### src/rtl/teu_pkg.sv
// shared constants and types for the trap entry unit
package teu_pkg;

    // status word bit positions
    localparam int unsigned ID_BIT  = 12;
    localparam int unsigned EP_BIT  = 14;
    localparam int unsigned NP_BIT  = 15;
    localparam int unsigned IA_LSB  = 16;
    localparam int unsigned IA_MSB  = 19;

    // vector and cause bases
    localparam logic [31:0] INT_VECTOR_BASE = 32'hFFFF_FE00;
    localparam logic [31:0] INT_CAUSE_BASE  = 32'h0000_FE00;
    localparam logic [31:0] EXC_VECTOR_BASE = 32'hFFFF_FF00;
    localparam logic [31:0] FATAL_VECTOR    = 32'hFFFF_FFD0;
    localparam logic [3:0]  LEVEL_MAX       = 4'hF;

    // halt skip distance on interrupt entry
    localparam logic [31:0] HALT_SKIP = 32'd2;

    // request kinds carried on the input tuser
    localparam logic REQ_INTERRUPT = 1'b0;
    localparam logic REQ_EXCEPTION = 1'b1;

    // save pair selection
    typedef enum logic [1:0] {
        SAVE_NONE   = 2'd0,
        SAVE_NORMAL = 2'd1,
        SAVE_FATAL  = 2'd2
    } save_target_t;

    // stream payload widths (packed, padded to whole bytes)
    localparam int unsigned IN_DATA_W  = 120;
    localparam int unsigned OUT_DATA_W = 200;

    // one request as carried through the input register
    typedef struct packed {
        logic        halt_at_pc;
        logic [31:0] condition_flags;
        logic [31:0] status_word;
        logic [31:0] current_pc;
        logic [15:0] exception_code;
        logic [3:0]  cause_number;
    } request_t;

    // one entry decision
    typedef struct packed {
        save_target_t save_target;
        logic [31:0]  saved_flags;
        logic [31:0]  saved_status_word;
        logic [31:0]  saved_pc;
        logic [31:0]  cause_register;
        logic [31:0]  new_status_word;
        logic [31:0]  next_pc;
        logic         accepted;
    } result_t;

endpackage

### src/rtl/trap_entry_unit.sv
// trap entry unit: interrupt and exception acceptance and vector/status assembly
// path: each input transaction is held in the input register, then in the result register
// throughput: one request per cycle unless m_tready stalls; the entry decision is a single pass of
// priority checks and field assembly between the two registers
// reset: asynchronous active-low reset empties both registers; no other state
module trap_entry_unit (
    input  logic                            clk,
    input  logic                            rst_n,
    input  logic                            s_tvalid,
    output logic                            s_tready,
    // cause_number[3:0], exception_code[19:4], current_pc[51:20],
    // status_word[83:52], condition_flags[115:84], halt_at_pc[116], zero pad
    input  logic [teu_pkg::IN_DATA_W-1:0]  s_tdata,
    // req_type[0]
    input  logic                            s_tuser,
    output logic                            m_tvalid,
    input  logic                            m_tready,
    // accepted[0], next_pc[32:1], new_status_word[64:33], cause_register[96:65],
    // saved_pc[128:97], saved_status_word[160:129], saved_flags[192:161],
    // save_target[194:193], zero pad
    output logic [teu_pkg::OUT_DATA_W-1:0] m_tdata
);
    import teu_pkg::*;

    localparam int unsigned REQ_W = $bits(request_t);
    localparam int unsigned RES_W = $bits(result_t);

    logic     in_valid_reg;
    logic     in_valid_next;
    request_t in_req_reg;
    logic     in_kind_reg;
    logic     out_valid_reg;
    logic     out_valid_next;
    result_t  out_res_reg;
    result_t  res;
    logic     out_load;
    logic     in_load;

    logic [3:0] n;
    logic [3:0] ia;
    logic [3:0] lvl;
    logic       int_ok;
    logic [31:0] psw;

    // pipeline handshake
    assign out_load = in_valid_reg && (!out_valid_reg || m_tready);
    assign s_tready = !in_valid_reg || out_load;
    assign in_load  = s_tvalid && s_tready;

    always_comb
    begin
        in_valid_next = in_valid_reg;
        if (in_load)
        begin
            in_valid_next = 1'b1;
        end
        else if (out_load)
        begin
            in_valid_next = 1'b0;
        end
    end

    always_comb
    begin
        out_valid_next = out_valid_reg;
        if (out_load)
        begin
            out_valid_next = 1'b1;
        end
        else if (m_tready)
        begin
            out_valid_next = 1'b0;
        end
    end

    // control registers
    always_ff @(posedge clk or negedge rst_n)
    begin
        if (!rst_n)
        begin
            in_valid_reg  <= 1'b0;
            out_valid_reg <= 1'b0;
        end
        else
        begin
            in_valid_reg  <= in_valid_next;
            out_valid_reg <= out_valid_next;
        end
    end

    // payload registers
    always_ff @(posedge clk)
    begin
        if (in_load)
        begin
            in_req_reg  <= request_t'(s_tdata[REQ_W-1:0]);
            in_kind_reg <= s_tuser;
        end
        if (out_load)
        begin
            out_res_reg <= res;
        end
    end

    // field decode
    assign n   = in_req_reg.cause_number;
    assign psw = in_req_reg.status_word;
    assign ia  = psw[IA_MSB:IA_LSB];
    assign lvl = (n == LEVEL_MAX) ? LEVEL_MAX : n + 4'd1;
    assign int_ok = !psw[NP_BIT] && !psw[EP_BIT] && !psw[ID_BIT] && (n >= ia);

    // entry decision and field assembly
    always_comb
    begin
        res = '0;
        res.save_target = SAVE_NONE;
        if (in_kind_reg == REQ_INTERRUPT)
        begin
            if (int_ok)
            begin
                res.accepted        = 1'b1;
                res.next_pc         = INT_VECTOR_BASE | {24'd0, n, 4'd0};
                res.new_status_word = psw;
                res.new_status_word[EP_BIT] = 1'b1;
                res.new_status_word[ID_BIT] = 1'b1;
                res.new_status_word[IA_MSB:IA_LSB] = lvl;
                res.cause_register  = INT_CAUSE_BASE | {24'd0, n, 4'd0};
                res.saved_pc        = in_req_reg.halt_at_pc
                                      ? in_req_reg.current_pc + HALT_SKIP
                                      : in_req_reg.current_pc;
                res.saved_status_word = psw;
                res.saved_flags     = in_req_reg.condition_flags;
                res.save_target     = SAVE_NORMAL;
            end
        end
        else if (ia == 4'd0)
        begin
            res.accepted          = 1'b1;
            res.saved_pc          = in_req_reg.current_pc;
            res.saved_status_word = psw;
            res.new_status_word   = psw;
            res.new_status_word[ID_BIT] = 1'b1;
            if (psw[EP_BIT])
            begin
                // double exception goes to the fatal pair
                res.next_pc         = FATAL_VECTOR;
                res.new_status_word[NP_BIT] = 1'b1;
                res.cause_register  = {in_req_reg.exception_code, 16'd0};
                res.save_target     = SAVE_FATAL;
            end
            else
            begin
                res.next_pc         = EXC_VECTOR_BASE | {24'd0, n, 4'd0};
                res.new_status_word[EP_BIT] = 1'b1;
                res.cause_register  = {16'd0, in_req_reg.exception_code};
                res.saved_flags     = in_req_reg.condition_flags;
                res.save_target     = SAVE_NORMAL;
            end
        end
    end

    // output port
    assign m_tvalid = out_valid_reg;
    assign m_tdata  = {{(OUT_DATA_W-RES_W){1'b0}}, out_res_reg};

    // checks
    a_accept_matches_target: assert property (@(posedge clk) disable iff (!rst_n)
        m_tvalid |-> (out_res_reg.accepted == (out_res_reg.save_target != SAVE_NONE)))
        else $error("accepted flag disagrees with save target");

    a_fatal_entry: assert property (@(posedge clk) disable iff (!rst_n)
        (m_tvalid && out_res_reg.save_target == SAVE_FATAL)
        |-> (out_res_reg.next_pc == FATAL_VECTOR && out_res_reg.saved_flags == '0))
        else $error("fatal entry with wrong vector or flags");

    a_entry_disables: assert property (@(posedge clk) disable iff (!rst_n)
        (m_tvalid && out_res_reg.accepted) |-> out_res_reg.new_status_word[ID_BIT])
        else $error("accepted entry left interrupts enabled");

    a_input_holds: assert property (@(posedge clk) disable iff (!rst_n)
        (in_valid_reg && !out_load) |=> in_valid_reg)
        else $error("input stage dropped a stalled transaction");

endmodule
### config.mk
export PLATFORM = sky130hd
export DESIGN_NAME = trap_entry_unit
export DESIGN_NICKNAME = d
export VERILOG_FILES = /design/src/rtl/teu_pkg.sv /design/src/rtl/trap_entry_unit.sv
export SDC_FILE = /design/constraint.sdc
export NUM_CORES = 1
export LEC_CHECK = 0
export BUFFER_PORTS_ARGS = -buffer_cell sky130_fd_sc_hd__buf_4
export CORE_MARGIN = 3
export CORE_UTILIZATION = 35
export DETAILED_ROUTE_END_ITERATION = 12
export GPL_ROUTABILITY_DRIVEN = 0
export HOLD_SLACK_MARGIN = 0.1
export PLACE_DENSITY = 0.62
export SKIP_CTS_REPAIR_TIMING = 1
export SLEW_MARGIN = 0
export SYNTH_ARGS = -nofsm -noshare
export SYNTH_HDL_FRONTEND = slang
export SYNTH_SLANG_ARGS = --single-unit
### constraint.sdc
create_clock -name clk -period 3.97 [get_ports clk]
set_input_delay 0.9925 -clock clk [delete_from_list [all_inputs] [get_ports clk]]
set_output_delay 0.9925 -clock clk [all_outputs]
set_load 0.005 [all_outputs]
==> results.md <==
- Status: finished, final reports clean
- Hold slack: 0.240 ns
- First-pass iteration count of the detailed router: 5
- Worst-Skew Late Latency: 0.53 ns
- Unrepaired setup endpoints after global routing: no
- Clk slew on worst S/H paths: 0.06 ns
- Mapped cell area: 0.0103 mm²
- Layout cell share with drive strength beyond 1: 38.6%
- Tightest Pin Transition: 0.729 ns
- Power Dens Cells: 454 mW/mm²
- Met2 routed WL: 11600 µm
- Depth of the CTS H-tree: 1
- Sw Share: 21.4%
- Nets: 1079
- Clock Sink Count: 261
- Residual DRC: 0
- Clock share of power: 37.5%
- R2r setup slk: 1.09 ns
- Leak: 0.00545 µW
- IR drop worst, VDD: 0.274 mV
- Clock Tree Root: clkbuf_16
- Largest cells by area after synthesis: edfxtp_1, and2_1, buf_4, nand2_1, o21ai_0
- Register area share after synthesis: 76.2%
- Max Slew Vio Count: 0
- Max-cap violations: 0
- Clock Path Buffers: 3
- Pin count of the biggest net entering global routing: 78
- Gr ovfl total: 0
- Fill cells: 2483
- Setup violations, final: 0
- All-layer global routing usage: 14.1%
- Crit end category: register
- Routed wire length: 23700 µm
- TritonCTS buffer count: 27
- Final Hold Viols: 0
- Post-synth top area share: 75.7%
- Fmax: 347 MHz
- Mean Syn Cell Area: 15.4 µm²
- Initial antenna violation count: 1
- Syn-to-layout area delta: 31.9%
- Die X: 177 µm
- Avg Vias per Cell: 4.62
- Final Skew: 0.00797 ns
- Rows: 62
- Vias: 6245
- CP Class: register to register
- Logic pwr share: 8.3%
- Share of power burned in registers: 54.2%
- Post-Synthesis Cells: 667
- Met3 routed WL: 2000 µm
- Max reg flops: 141
- Worst rel slew slack: 51.4%
- HP Class: primary input to asynchronous set/reset pin
- Setup TNS: 0 ns
- Switching power: 1320 µW
- R2R depth: 9
- Routed Antenna Nets: 0
- Critical Path RT: 4.24 ns
- Post-synthesis async set-or-reset flop share: 0.766%
- Die outline height: 177 µm
- Post-synth EDFFs: 259
- CP startpoint: n[0]
- Primary FF master, synth: edfxtp_1
- Internal: 4830 µW
- Core Region: 0.0288 mm²
- Die ar.: 0.0314 mm²
- Port Buf Inserts: 314
- DR top layer: met5
- Period utilization: 72.6%
- Post-synth top area cell: edfxtp_1
- Ports: 327
- Synth warn: 0
- Post-DP HPWL: 16600 µm
- Diodes inserted: 0
- Worst reg2reg startpoint: n[0]
- Initial core utilization: 35.7%
- Worst-path fanout max: 34
- WP data arrival: 3.16 ns
- Number of global-route vias before repair: 6005
- Netlist cell types: 42
- WL met1: 9370 µm
- CP endpoint: m_tdata[184]
- First-pass GRT wire length: 34400 µm
- DRT iter0 DRCs: 407
- Critical path startpoint category: register
- Worst R2R End: m_tdata[184]
- Post-route minimum period: 2.88 ns
- CTS tree: done
- WL/cell: 17.6 µm
- Synthesis-stage register bit count: 261
## power by group through the flow
stage / clock, µW / sequential, µW / combinational (µW)
after global routing: 2500 / 3350 / 561
after CTS: 2390 / 3330 / 525
after global placement: 0 / 3390 / 518
after floorplan: 0 / 3390 / 195
final: 2310 / 3330 / 512
after detailed placement: 0 / 3390 / 524
## placed cells by master, fill, tap and decap left out, drive strengths merged, types with 4 or more instances in the layout
cell	count
buf	326
a21oi	19
a22o	4
clkinv	9
a21o	4
nor4	8
mux2i	4
and3	9
inv	18
o21ai	23
nor2	15
edfxtp	259
nand2b	5
and4	7
nand2	41
or3	7
ha	6
conb	9
a31oi	10
nand3	16
nor3	9
nand4	15
and2	84
clkbuf	35
## kinds of logic after synthesis
kind of cell	after synthesis	synth area share, %
AO/OA/AOI/OAI	70	4.36
adder cells (fa/ha/maj)	6	0.731
buffers and inverters	100	5.94
flip-flops	261	76.2
multiplexers	4	0.390
other	1	0.0365
AND/OR/NAND/NOR	225	12.3
## metrics by stage
step / power [µW] / instance area, µm² / setup WS, ns / util, % / instances
floorplan: 3580 / 10300 / 0.688 / - / 675
global placement: 3900 / 12700 / 1.06 / 44.3 / 1303
detailed placement: 3910 / 12700 / 1.03 / 44.3 / 1303
CTS: 6250 / 13500 / 1.01 / 47.1 / 1351
global route: 6410 / 13500 / 0.853 / 47.1 / 1351
finish: 6150 / 13500 / 1.09 / 47.1 / 1351
## layout make-up
class / count / area, µm² / share of cell area [%]
Sequential cell: 261 / 7830 / 57.8
Timing Repair Buffer: 326 / 2500 / 18.4
Clock inverter: 13 / 93.8 / 0.693
Multi-Input combinational cell: 314 / 1880 / 13.9
Inverter: 18 / 67.6 / 0.499
Tap cell: 384 / 480 / 3.55
Clock buffer: 35 / 706 / 5.21
## per-layer routing
layer  vias up  track usage, %
li1       2965               -
met3        44            3.49
met4         2            4.48
met2       281            23.7
met5         -               0
met1      2953            18.1
## cells in the mapped netlist (all sizes together) (6+ instances only)
library cell and count:
nor3 9, inv 18, and3 9, clkbuf 16, or3 7, o21ai 23, and4 7, ha 6
buf 66, nor4 8, nor2 15, and2 84, edfxtp 259, nand4 15, a31oi 10, nand3 16
nand2 41, a21oi 19
## critical path, cell delays in order (launching register included)
cell	delay (ns)
edfxtp_1	0.47
inv_1	0.09
ha_1	0.29
nand2b_1	0.17
a2111oi_4	0.64
or2_1	0.21
buf_4	0.24
o21ai_2	0.08
buf_4	0.23
and2_1	0.20
## worst min path at each step
stage | slack [ns] | end | start
3_5_place_dp | 0.50 | m_tvalid | in_valid_reg
5_1_grt | 0.22 | m_tvalid | rst_n
6_report | 0.24 | m_tvalid | rst_n
2_1_floorplan | 0.45 | m_tvalid | in_valid_reg
4_1_cts | 0.21 | m_tvalid | rst_n
3_3_place_gp | 0.47 | m_tvalid | in_valid_reg
Note: power is estimated with default switching activity, not from simulation.
